$ cat config.mk
export PLATFORM = sky130hd
export DESIGN_NAME = neighbor_sequence_gap_tracker
export DESIGN_NICKNAME = d
export VERILOG_FILES = /design/src/rtl/nsgt_pkg.sv /design/src/rtl/neighbor_sequence_gap_tracker.sv /design/src/rtl/nsgt_ctrl.sv /design/src/rtl/nsgt_datapath.sv
export VERILOG_INCLUDE_DIRS = /design/src /design/src/rtl
export SDC_FILE = /design/constraint.sdc
export NUM_CORES = 2
export LEC_CHECK = 0
export ABC_CLOCK_PERIOD_IN_PS = 6950
export BUFFER_PORTS_ARGS = -buffer_cell sky130_fd_sc_hd__buf_2
export CAP_MARGIN = 25
export CORE_AREA = 4 4 469 517
export DETAILED_ROUTE_END_ITERATION = 8
export DIE_AREA = 0 0 473 521
export PLACE_DENSITY = 0.55
export SYNTH_ARGS = -nofsm -noshare
export SYNTH_HDL_FRONTEND = slang
export SYNTH_HIERARCHICAL = 1
export SYNTH_SLANG_ARGS = --single-unit
$ cat constraint.sdc
create_clock -name clock -period 6.95 [get_ports clock]
set_clock_uncertainty 0.05 [all_clocks]
set_input_delay 2.085 -clock clock [delete_from_list [all_inputs] [get_ports clock]]
set_output_delay 2.085 -clock clock [all_outputs]
set_load 0.02 [all_outputs]
$ cat src/rtl/neighbor_sequence_gap_tracker_assert.svh
// assertion macros for the gap tracker
`ifndef NEIGHBOR_SEQUENCE_GAP_TRACKER_ASSERT_SVH
`define NEIGHBOR_SEQUENCE_GAP_TRACKER_ASSERT_SVH

// condition implies expression in the same cycle
`define NSGT_ASSERT_NOW(label, clk, rst, cond, expr) \
   label: assert property (@(posedge clk) disable iff (rst) (cond) |-> (expr)) \
      else $error("gap tracker check failed");

// condition implies expression in the next cycle
`define NSGT_ASSERT_NEXT(label, clk, rst, cond, expr) \
   label: assert property (@(posedge clk) disable iff (rst) (cond) |=> (expr)) \
      else $error("gap tracker check failed");

`endif

$ cat src/rtl/nsgt_pkg.sv
`timescale 1ns / 1ps
package nsgt_pkg;

   localparam int SEQ_W            = 8;
   localparam int NEIGHBORS_DEF    = 16;
   localparam int MISSED_SLOTS_DEF = 8;
   localparam logic [7:0] WAIT_LIMIT_RST = 8'd3;
   localparam logic [7:0] WAIT_MAX       = 8'hFF;

   typedef enum logic [1:0] {
      MODE_PACKET = 2'd0,
      MODE_PRESET = 2'd1,
      MODE_BEACON = 2'd2,
      MODE_TICK   = 2'd3
   } mode_type;

   // controller to datapath
   typedef struct packed {
      logic clear_step;
      logic start;
      logic load_step;
      logic decide;
      logic gap_step;
      logic catch_step;
      logic store_step;
      logic result_load;
   } cmd_type;

   // datapath to controller
   typedef struct packed {
      logic clear_done;
      logic load_done;
      logic out_of_range;
      logic go_gap;
      logic go_catch;
      logic gap_last;
      logic catch_done;
      logic store_done;
      logic rsp_free;
   } stat_type;

endpackage

$ cat src/rtl/neighbor_sequence_gap_tracker.sv
`timescale 1ns / 1ps
// channel | direction | handshake           | beat
// req     | in        | req_valid/req_stall | mode, neighbor, seq_number
// rsp     | out       | rsp_valid/rsp_stall | accepted, numbers, flags
// csr     | in        | csr_valid/csr_ready | wait_limit
//
// one item at a time: a load pass, a decision, then a gap loop over each
// skipped number (up to 126) or a catch-up loop on a retransmission or
// give-up, a store pass and the result; the loops run on the single tracker copy
// loaded from the record and slot memories
// after reset a clearing pass sweeps the record memory
// the result register holds a stalled beat while the next item is taken
module neighbor_sequence_gap_tracker import nsgt_pkg::*; #(
   parameter int NEIGHBORS    = NEIGHBORS_DEF,
   parameter int MISSED_SLOTS = MISSED_SLOTS_DEF
) (
   input  logic             clock,
   input  logic             reset,
   input  logic             req_valid,
   output logic             req_stall,
   input  logic [1:0]       req_mode,
   input  logic [3:0]       req_neighbor,
   input  logic [SEQ_W-1:0] req_seq_number,
   output logic             rsp_valid,
   input  logic             rsp_stall,
   output logic             rsp_accepted,
   output logic [SEQ_W-1:0] rsp_current_out,
   output logic [SEQ_W-1:0] rsp_last_heard_out,
   output logic             rsp_synchronizing,
   output logic             rsp_list_overflow,
   input  logic             csr_valid,
   output logic             csr_ready,
   input  logic [7:0]       csr_data
);

`include "neighbor_sequence_gap_tracker_assert.svh"

   cmd_type  cmd;
   stat_type stat;

   assign csr_ready = 1'b1;

   nsgt_ctrl u_ctrl (
      .clock     (clock),
      .reset     (reset),
      .req_valid (req_valid),
      .req_stall (req_stall),
      .stat      (stat),
      .cmd       (cmd)
   );

   nsgt_datapath #(
      .NEIGHBORS    (NEIGHBORS),
      .MISSED_SLOTS (MISSED_SLOTS)
   ) u_datapath (
      .clock              (clock),
      .reset              (reset),
      .req_mode           (req_mode),
      .req_neighbor       (req_neighbor),
      .req_seq_number     (req_seq_number),
      .csr_valid          (csr_valid && csr_ready),
      .csr_data           (csr_data),
      .cmd                (cmd),
      .stat               (stat),
      .rsp_stall          (rsp_stall),
      .rsp_valid          (rsp_valid),
      .rsp_accepted       (rsp_accepted),
      .rsp_current_out    (rsp_current_out),
      .rsp_last_heard_out (rsp_last_heard_out),
      .rsp_synchronizing  (rsp_synchronizing),
      .rsp_list_overflow  (rsp_list_overflow)
   );

   // checks
   `NSGT_ASSERT_NEXT(a_busy_after_accept, clock, reset, req_valid && !req_stall, req_stall)
   `NSGT_ASSERT_NOW(a_rsp_from_busy, clock, reset, $rose(rsp_valid), $past(req_stall))
   `NSGT_ASSERT_NOW(a_overflow_resyncs, clock, reset, rsp_valid && rsp_list_overflow, rsp_synchronizing)

endmodule

$ cat src/rtl/nsgt_ctrl.sv
`timescale 1ns / 1ps
module nsgt_ctrl import nsgt_pkg::*; (
   input  logic     clock,
   input  logic     reset,
   input  logic     req_valid,
   output logic     req_stall,
   input  stat_type stat,
   output cmd_type  cmd
);

   typedef enum logic [8:0] {
      ST_CLEAR  = 9'b000000001,
      ST_IDLE   = 9'b000000010,
      ST_LOAD   = 9'b000000100,
      ST_DECIDE = 9'b000001000,
      ST_GAP    = 9'b000010000,
      ST_CATCH  = 9'b000100000,
      ST_STORE  = 9'b001000000,
      ST_RESULT = 9'b010000000,
      ST_SPARE  = 9'b100000000
   } state_type;

   state_type state_ff, state_in;

   // next state and commands
   always_comb begin
      state_in = state_ff;
      cmd      = '0;
      unique case (state_ff)
         ST_CLEAR: begin
            cmd.clear_step = 1'b1;
            if (stat.clear_done) state_in = ST_IDLE;
         end
         ST_IDLE: begin
            if (req_valid) begin
               cmd.start = 1'b1;
               state_in  = ST_LOAD;
            end
         end
         ST_LOAD: begin
            cmd.load_step = 1'b1;
            if (stat.load_done) state_in = ST_DECIDE;
         end
         ST_DECIDE: begin
            cmd.decide = 1'b1;
            if (stat.out_of_range) state_in = ST_RESULT;
            else if (stat.go_gap) state_in = ST_GAP;
            else if (stat.go_catch) state_in = ST_CATCH;
            else state_in = ST_STORE;
         end
         ST_GAP: begin
            cmd.gap_step = 1'b1;
            if (stat.gap_last) state_in = ST_STORE;
         end
         ST_CATCH: begin
            cmd.catch_step = 1'b1;
            if (stat.catch_done) state_in = ST_STORE;
         end
         ST_STORE: begin
            cmd.store_step = 1'b1;
            if (stat.store_done) state_in = ST_RESULT;
         end
         ST_RESULT: begin
            if (stat.rsp_free) begin
               cmd.result_load = 1'b1;
               state_in        = ST_IDLE;
            end
         end
         ST_SPARE: state_in = ST_CLEAR;
         default:  state_in = ST_CLEAR;
      endcase
   end

   always_ff @(posedge clock) begin
      if (reset) state_ff <= ST_CLEAR;
      else state_ff <= state_in;
   end

   assign req_stall = (state_ff != ST_IDLE);

endmodule

$ cat src/rtl/nsgt_datapath.sv
`timescale 1ns / 1ps
module nsgt_datapath import nsgt_pkg::*; #(
   parameter int NEIGHBORS    = NEIGHBORS_DEF,
   parameter int MISSED_SLOTS = MISSED_SLOTS_DEF
) (
   input  logic             clock,
   input  logic             reset,
   input  logic [1:0]       req_mode,
   input  logic [3:0]       req_neighbor,
   input  logic [SEQ_W-1:0] req_seq_number,
   input  logic             csr_valid,
   input  logic [7:0]       csr_data,
   input  cmd_type          cmd,
   output stat_type         stat,
   input  logic             rsp_stall,
   output logic             rsp_valid,
   output logic             rsp_accepted,
   output logic [SEQ_W-1:0] rsp_current_out,
   output logic [SEQ_W-1:0] rsp_last_heard_out,
   output logic             rsp_synchronizing,
   output logic             rsp_list_overflow
);

   localparam int NIDX_W = (NEIGHBORS > 1) ? $clog2(NEIGHBORS) : 1;
   localparam int SIDX_W = (MISSED_SLOTS > 1) ? $clog2(MISSED_SLOTS) : 1;
   localparam int CNT_W  = $clog2(MISSED_SLOTS + 1);
   localparam int NUM_AW = NIDX_W + SIDX_W;
   localparam int REC_W  = 3 * SEQ_W + 1 + MISSED_SLOTS;

   // tracker memories
   logic [REC_W-1:0] st_mem [NEIGHBORS];
   logic [SEQ_W-1:0] num_mem [1 << NUM_AW];
   logic [REC_W-1:0] st_rdata_ff;
   logic [SEQ_W-1:0] num_rdata_ff;

   // item and working copy of one tracker
   mode_type              mode_ff, mode_in;
   logic [NIDX_W-1:0]     nidx_ff, nidx_in;
   logic                  oor_ff, oor_in;
   logic [SEQ_W-1:0]      seq_ff, seq_in;
   logic [SEQ_W-1:0]      cur_ff, cur_in;
   logic [SEQ_W-1:0]      last_ff, last_in;
   logic                  work_ff, work_in;
   logic [7:0]            wait_ff, wait_in;
   logic [MISSED_SLOTS-1:0] mask_ff, mask_in;
   logic [SEQ_W-1:0]      slot_ff [MISSED_SLOTS];
   logic                  acc_ff, acc_in;
   logic                  ovf_ff, ovf_in;
   logic [SEQ_W-1:0]      nxt_ff, nxt_in;
   logic [6:0]            rem_ff, rem_in;
   logic [CNT_W-1:0]      cnt_ff, cnt_in;
   logic [NIDX_W-1:0]     clr_ff;
   logic [7:0]            limit_ff;
   logic                  rsp_valid_ff;
   logic                  rsp_acc_ff, rsp_sync_ff, rsp_ovf_ff;
   logic [SEQ_W-1:0]      rsp_cur_ff, rsp_last_ff;

   // derived values
   logic [31:0]       nb_ext;
   logic [NIDX_W-1:0] req_nidx;
   logic [CNT_W-1:0]  cnt_m1;
   logic [SIDX_W-1:0] ld_idx, st_idx;
   logic [SEQ_W-1:0]  tgt, seq_gap, gap_cnt;
   logic              newer;
   logic              free_hit, match_any;
   logic [SIDX_W-1:0] free_idx, match_idx;

   assign nb_ext   = 32'(req_neighbor);
   assign req_nidx = nb_ext[NIDX_W-1:0];
   assign cnt_m1   = cnt_ff - CNT_W'(1);
   assign ld_idx   = cnt_m1[SIDX_W-1:0];
   assign st_idx   = cnt_ff[SIDX_W-1:0];
   assign tgt      = last_ff + SEQ_W'(1);
   assign seq_gap  = seq_ff - cur_ff;
   assign gap_cnt  = seq_gap - SEQ_W'(1);
   assign newer    = (seq_gap != '0) && !seq_gap[SEQ_W-1];

   // lowest free slot
   always_comb begin
      free_hit = 1'b0;
      free_idx = '0;
      for (int k = MISSED_SLOTS - 1; k >= 0; k--) begin
         if (!mask_ff[k]) begin
            free_hit = 1'b1;
            free_idx = SIDX_W'(k);
         end
      end
   end

   // lowest slot holding last heard plus one
   always_comb begin
      match_any = 1'b0;
      match_idx = '0;
      for (int k = MISSED_SLOTS - 1; k >= 0; k--) begin
         if (mask_ff[k] && (slot_ff[k] == tgt)) begin
            match_any = 1'b1;
            match_idx = SIDX_W'(k);
         end
      end
   end

   // status
   always_comb begin
      stat.clear_done   = (clr_ff == NIDX_W'(NEIGHBORS - 1));
      stat.load_done    = (cnt_ff == CNT_W'(MISSED_SLOTS));
      stat.store_done   = (cnt_ff == CNT_W'(MISSED_SLOTS - 1));
      stat.out_of_range = oor_ff;
      stat.go_gap       = (mode_ff == MODE_PACKET) && work_ff && newer
                          && (gap_cnt != '0);
      stat.go_catch     = work_ff
                          && (((mode_ff == MODE_PACKET) && !newer && (seq_ff == tgt))
                          || ((mode_ff == MODE_BEACON) && (wait_ff > limit_ff)));
      stat.gap_last     = (rem_ff == 7'd1);
      stat.catch_done   = (cur_ff == last_ff) || match_any;
      stat.rsp_free     = !rsp_valid_ff || !rsp_stall;
   end

   // tracker update
   always_comb begin
      mode_in = mode_ff;
      nidx_in = nidx_ff;
      oor_in  = oor_ff;
      seq_in  = seq_ff;
      cur_in  = cur_ff;
      last_in = last_ff;
      work_in = work_ff;
      wait_in = wait_ff;
      mask_in = mask_ff;
      acc_in  = acc_ff;
      ovf_in  = ovf_ff;
      nxt_in  = nxt_ff;
      rem_in  = rem_ff;
      cnt_in  = (cmd.load_step || cmd.store_step) ? cnt_ff + CNT_W'(1) : '0;

      if (cmd.start) begin
         mode_in = mode_type'(req_mode);
         nidx_in = req_nidx;
         oor_in  = (nb_ext >= 32'(NEIGHBORS));
         seq_in  = req_seq_number;
         acc_in  = 1'b1;
         ovf_in  = 1'b0;
      end

      if (cmd.load_step && (cnt_ff == '0)) begin
         {cur_in, last_in, work_in, wait_in, mask_in} = st_rdata_ff;
      end

      if (cmd.decide && !oor_ff) begin
         case (mode_ff)
            MODE_PACKET: begin
               if (work_ff) begin
                  if (newer) begin
                     if (gap_cnt == '0) begin
                        cur_in = seq_ff;
                        if (mask_ff == '0) last_in = seq_ff;
                     end else begin
                        nxt_in = cur_ff + SEQ_W'(1);
                        rem_in = gap_cnt[6:0];
                     end
                  end else if (seq_ff == tgt) begin
                     wait_in = '0;
                     last_in = tgt;
                     if (match_any) mask_in[match_idx] = 1'b0;
                  end else begin
                     acc_in = 1'b0;
                  end
               end
            end
            MODE_PRESET: begin
               cur_in  = seq_ff;
               last_in = seq_ff;
            end
            MODE_BEACON: begin
               if (work_ff) begin
                  if (wait_ff > limit_ff) begin
                     wait_in = '0;
                     last_in = tgt;
                     if (match_any) mask_in[match_idx] = 1'b0;
                  end
               end else begin
                  cur_in  = seq_ff;
                  last_in = seq_ff;
                  work_in = 1'b1;
               end
            end
            default: begin
               if (wait_ff != WAIT_MAX) wait_in = wait_ff + 8'd1;
            end
         endcase
      end

      // one skipped number per cycle
      if (cmd.gap_step) begin
         if (free_hit) begin
            mask_in[free_idx] = 1'b1;
         end else begin
            ovf_in  = 1'b1;
            work_in = 1'b0;
            wait_in = '0;
            mask_in = '0;
         end
         nxt_in = nxt_ff + SEQ_W'(1);
         rem_in = rem_ff - 7'd1;
         if (rem_ff == 7'd1) begin
            cur_in = seq_ff;
            if (mask_in == '0) last_in = seq_ff;
         end
      end

      // catch-up, one number per cycle
      if (cmd.catch_step && !((cur_ff == last_ff) || match_any)) last_in = tgt;
   end

   always_ff @(posedge clock) begin
      mode_ff <= mode_in;
      nidx_ff <= nidx_in;
      oor_ff  <= oor_in;
      seq_ff  <= seq_in;
      cur_ff  <= cur_in;
      last_ff <= last_in;
      work_ff <= work_in;
      wait_ff <= wait_in;
      mask_ff <= mask_in;
      acc_ff  <= acc_in;
      ovf_ff  <= ovf_in;
      nxt_ff  <= nxt_in;
      rem_ff  <= rem_in;
   end

   // slot copies
   always_ff @(posedge clock) begin
      if (cmd.load_step && (cnt_ff != '0)) slot_ff[ld_idx] <= num_rdata_ff;
      if (cmd.gap_step && free_hit) slot_ff[free_idx] <= nxt_ff;
   end

   // counters and register
   always_ff @(posedge clock) begin
      if (reset) begin
         cnt_ff   <= '0;
         clr_ff   <= '0;
         limit_ff <= WAIT_LIMIT_RST;
      end else begin
         cnt_ff <= cnt_in;
         if (cmd.clear_step) clr_ff <= clr_ff + NIDX_W'(1);
         if (csr_valid) limit_ff <= csr_data;
      end
   end

   // record memory
   always_ff @(posedge clock) begin
      if (cmd.clear_step) st_mem[clr_ff] <= '0;
      else if (cmd.store_step && (cnt_ff == '0))
         st_mem[nidx_ff] <= {cur_ff, last_ff, work_ff, wait_ff, mask_ff};
      if (cmd.start) st_rdata_ff <= st_mem[req_nidx];
   end

   // missed number memory
   always_ff @(posedge clock) begin
      if (cmd.store_step) num_mem[{nidx_ff, st_idx}] <= slot_ff[st_idx];
      num_rdata_ff <= num_mem[{nidx_ff, st_idx}];
   end

   // result register
   always_ff @(posedge clock) begin
      if (reset) begin
         rsp_valid_ff <= 1'b0;
      end else if (cmd.result_load) begin
         rsp_valid_ff <= 1'b1;
      end else if (!rsp_stall) begin
         rsp_valid_ff <= 1'b0;
      end
   end

   always_ff @(posedge clock) begin
      if (cmd.result_load) begin
         rsp_acc_ff  <= !oor_ff && acc_ff;
         rsp_cur_ff  <= oor_ff ? '0 : cur_ff;
         rsp_last_ff <= oor_ff ? '0 : last_ff;
         rsp_sync_ff <= !oor_ff && !work_ff;
         rsp_ovf_ff  <= !oor_ff && ovf_ff;
      end
   end

   assign rsp_valid          = rsp_valid_ff;
   assign rsp_accepted       = rsp_acc_ff;
   assign rsp_current_out    = rsp_cur_ff;
   assign rsp_last_heard_out = rsp_last_ff;
   assign rsp_synchronizing  = rsp_sync_ff;
   assign rsp_list_overflow  = rsp_ovf_ff;

endmodule

==> results.sh <==
export IMPL_die_area_um2=246000
export IMPL_rows=188
export IMPL_synth_cell_type_count=100
export IMPL_p_seq_frac=0.547
export IMPL_ys_flop_type="edfxtp_1"
export IMPL_critPathMaxFanout=8
export IMPL_post_route_min_period_ns=4.49
export IMPL_swShare=0.209
export IMPL_synth_edf_count=1697
export IMPL_tightest_slew_ns=1.14
export IMPL_whs_ns=0.386
export IMPL_relSlewSlack=0.234
export IMPL_io_buffers=47
export IMPL_fin_crit_sh=0.646
export IMPL_clock_latency_ns=0.83
export IMPL_drtIter0Drc=4257
export IMPL_finalInstanceArea_um2=80600
export IMPL_final_antenna_net_count=0
export IMPL_p_clk_frac=0.424
export IMPL_syn_nets=4184
export IMPL_hold_class="flop to flop"
export IMPL_synthXorXnorAreaFrac=0.0200
export IMPL_clkSinkCount=1765
export IMPL_fin_nets=4247
export IMPL_highest_layer="met4"
export IMPL_tritoncts="yes"
export IMPL_drt_met1_wl_mm=83.1
export IMPL_drive_gt1_frac=0.165
export IMPL_synth_top_family_by_area="compound AO/OA/AOI/OAI gates"
export IMPL_synth_compound_area_share=0.0960
export IMPL_power_density_nw_per_um2=268
export IMPL_io_pins=49
export IMPL_finalSetupViolations=0
export IMPL_ys_ff_latch=1765
export IMPL_finalHoldViolCount=0
export IMPL_hold_buffers=0
export IMPL_synth_fa_ha_area_frac=0.00488
export IMPL_drt_total_wl_mm=201
export IMPL_fp_coreArea_um2=238000
export IMPL_synthArstFlopShare=0
export IMPL_avgRoutedWirePerCell_um=26.9
export IMPL_layout_cells_non_filler=7475
export IMPL_htreeDepth=4
export IMPL_yosys_area_share_simple=0.0531
export IMPL_gp_congestion=0.891
export IMPL_gr_total_overflow=0
export IMPL_drcViolationCount=0
export IMPL_outcome="finished clean"
export IMPL_placed_cell_area_um2=75100
export IMPL_fmax_mhz=223
export IMPL_routed_wl_met3_mm=13.4
export IMPL_maxCapViolCount=0
export IMPL_dieHeight_um=521
export IMPL_track_usage=0.159
export IMPL_cp_arrival_ns=5.13
export IMPL_grt_max_degree=98
export IMPL_syn_instance_count=4130
export IMPL_antenna_found_initial=4
export IMPL_place_inst=7147
export IMPL_netlist_area_um2=70800
export IMPL_p_int_w=0.0171
export IMPL_cts_max_path_buffers=3
export IMPL_end_kind="flop"
export IMPL_vdd_ir_drop_max_v=0.000214
export IMPL_cts_made_buffers=175
export IMPL_switching_power_w=0.00451
export IMPL_yosysWarnings=6
export IMPL_num_vias=40300
export IMPL_crit_required_ns=7.59
export IMPL_tns_ns=0
export IMPL_yosysSeqAreaShare=0.739
export IMPL_synth_mux_area_frac=0.0687
export IMPL_critPathKind="flop to flop"
export IMPL_clkTransAtPathRegs_ns=0.07
export IMPL_syn_to_final_growth_pct=13.9
export IMPL_viasPerCell=5.39
export IMPL_cts_root_buffer_cell="clkbuf_16"
export IMPL_cts_post_setup_buffers_inserted=0
export IMPL_start_util=0.298
export IMPL_drv_slew=0
export IMPL_wl_met2_mm=97.1
export IMPL_grt_pass1_wl_mm=289
export IMPL_combPwrFrac=0.029
export IMPL_cts_resized=0
export IMPL_utilization=0.339
export IMPL_dpl_hpwl_mm=119
export IMPL_syn_area_per_cell_um2=17.1
export IMPL_die_width_um=473
export IMPL_drt_pass1_iter_count=6
export IMPL_rsz0062_at_grt="no"
export IMPL_cp_start_kind="flop"
export IMPL_leakage_nw=25.6
export IMPL_grt_pass1_vias=39600
[through the flow]
| stage | total power, W | setup slack [ns] |
|---|---|---|
| after floorplan | 0.0124 | 2.14 |
| after global placement | 0.0126 | 2.28 |
| after detailed placement | 0.0127 | 2.22 |
| after CTS | 0.0218 | 2.54 |
| after global routing | 0.0223 | 2.30 |
| final | 0.0216 | 2.46 |
[kinds of logic after synthesis]
| family | count (synthesis) |
|---|---|
| DFF | 1765 |
| AOI/OAI and AO/OA | 908 |
| and+or+nand+nor | 724 |
| buffers and inverters | 319 |
| muxes | 270 |
| xor gates and xnor gates | 115 |
| adders and majority gates | 27 |
| other | 2 |
[sequential cells by signal, indices dropped and copies added, names as in the netlist, 2 cells and up]
register	cells
u_datapath/num_mem	1024
u_datapath/clr_ff	4
u_datapath/cnt_ff	4
u_ctrl/state_ff	8
u_datapath/wait_ff	8
u_datapath/st_rdata_ff	33
u_datapath/rem_ff	7
u_datapath/num_rdata_ff	8
u_datapath/limit_ff	8
u_datapath/nidx_ff	4
u_datapath/cur_ff	8
u_datapath/last_ff	8
u_datapath/nxt_ff	8
u_datapath/mask_ff	8
u_datapath/rsp_current_out	8
u_datapath/mode_ff	2
u_datapath/st_mem	528
u_datapath/slot_ff	64
u_datapath/seq_ff	8
u_datapath/rsp_last_heard_out	8
[power groups by stage]
stage	clock network [W]	registers, W	logic, W
3_3_place_gp	0	0.0120	0.000584
5_1_grt	0.00979	0.0118	0.000653
4_1_cts	0.00933	0.0118	0.000618
3_5_place_dp	0	0.0120	0.000618
6_report	0.00914	0.0118	0.000620
2_1_floorplan	0	0.0120	0.000349
[routing by layer]
layer  vias up  global-route usage
met1     21100               0.212
li1      17100                   -
met3       373              0.0264
met2      1680               0.261
met4         0              0.0582
met5         -                   0
[path summary, 6_finish.rpt]
check                                      startpoint                 endpoint  slack (ns)  cells after the start
worst max register to register  u_datapath/last_ff[1]       u_ctrl/state_ff[1]        2.46                     13
worst min register to register      u_datapath/acc_ff  u_datapath/rsp_accepted        0.39                      0
worst max-delay path            u_datapath/last_ff[1]       u_ctrl/state_ff[1]        2.46                     13
worst min-delay path                u_datapath/acc_ff  u_datapath/rsp_accepted        0.39                      0
[cells in the final DEF (no fill, tap or decap), types with 45 or more instances in the layout]
| cell type | n |
|---|---|
| buf_2 | 45 |
| a21oi_1 | 64 |
| xnor2_1 | 57 |
| nor2_1 | 222 |
| mux4_2 | 166 |
| a22o_1 | 79 |
| clkbuf_16 | 176 |
| nand2_1 | 100 |
| inv_1 | 46 |
| nand4_1 | 86 |
| a22oi_1 | 407 |
| a221oi_1 | 72 |
| o21ai_0 | 80 |
| mux2_2 | 66 |
| and2_1 | 46 |
| buf_4 | 94 |
| dfxtp_1 | 68 |
| edfxtp_1 | 1697 |
[final cells by class]
type                            instances  area (µm²)
Inverter                               49         184
Tap cell                             3135        3920
Antenna cell                            2        5.00
Sequential cell                      1765       52300
Clock inverter                        101         882
Multi-Input combinational cell       2046       17400
Fill cell                           22500      157000
Timing Repair Buffer                  156        1290
Clock buffer                          221        4620
[synthesized netlist by cell type (68+ instances only)]
| cell | n | area, µm² |
|---|---|---|
| dfxtp_1 | 68 | 1360 |
| edfxtp_1 | 1697 | 51000 |
| mux4_2 | 166 | 3740 |
| nand2_1 | 108 | 405 |
| a22o_1 | 79 | 692 |
| clkbuf_1 | 164 | 616 |
| o21ai_0 | 80 | 400 |
| a221oi_1 | 72 | 631 |
| nand4_1 | 86 | 538 |
| a22oi_1 | 407 | 3060 |
| nor2_1 | 240 | 901 |
[worst max-delay path, stage by stage, from the launching register on]
cell and delay, ns:
dfxtp_1 0.78, ha_1 0.41, and4_1 0.34, and2_1 0.47, xnor3_1 0.30, nand4_1 0.19
nand2_1 0.12, or4_1 0.56, or2_2 0.38, nor3b_1 0.21, o211ai_1 0.17, o221ai_1 0.14
o32a_1 0.18, nor2_1 0.04
No activity file was read; power rests on OpenSTA's default activity.
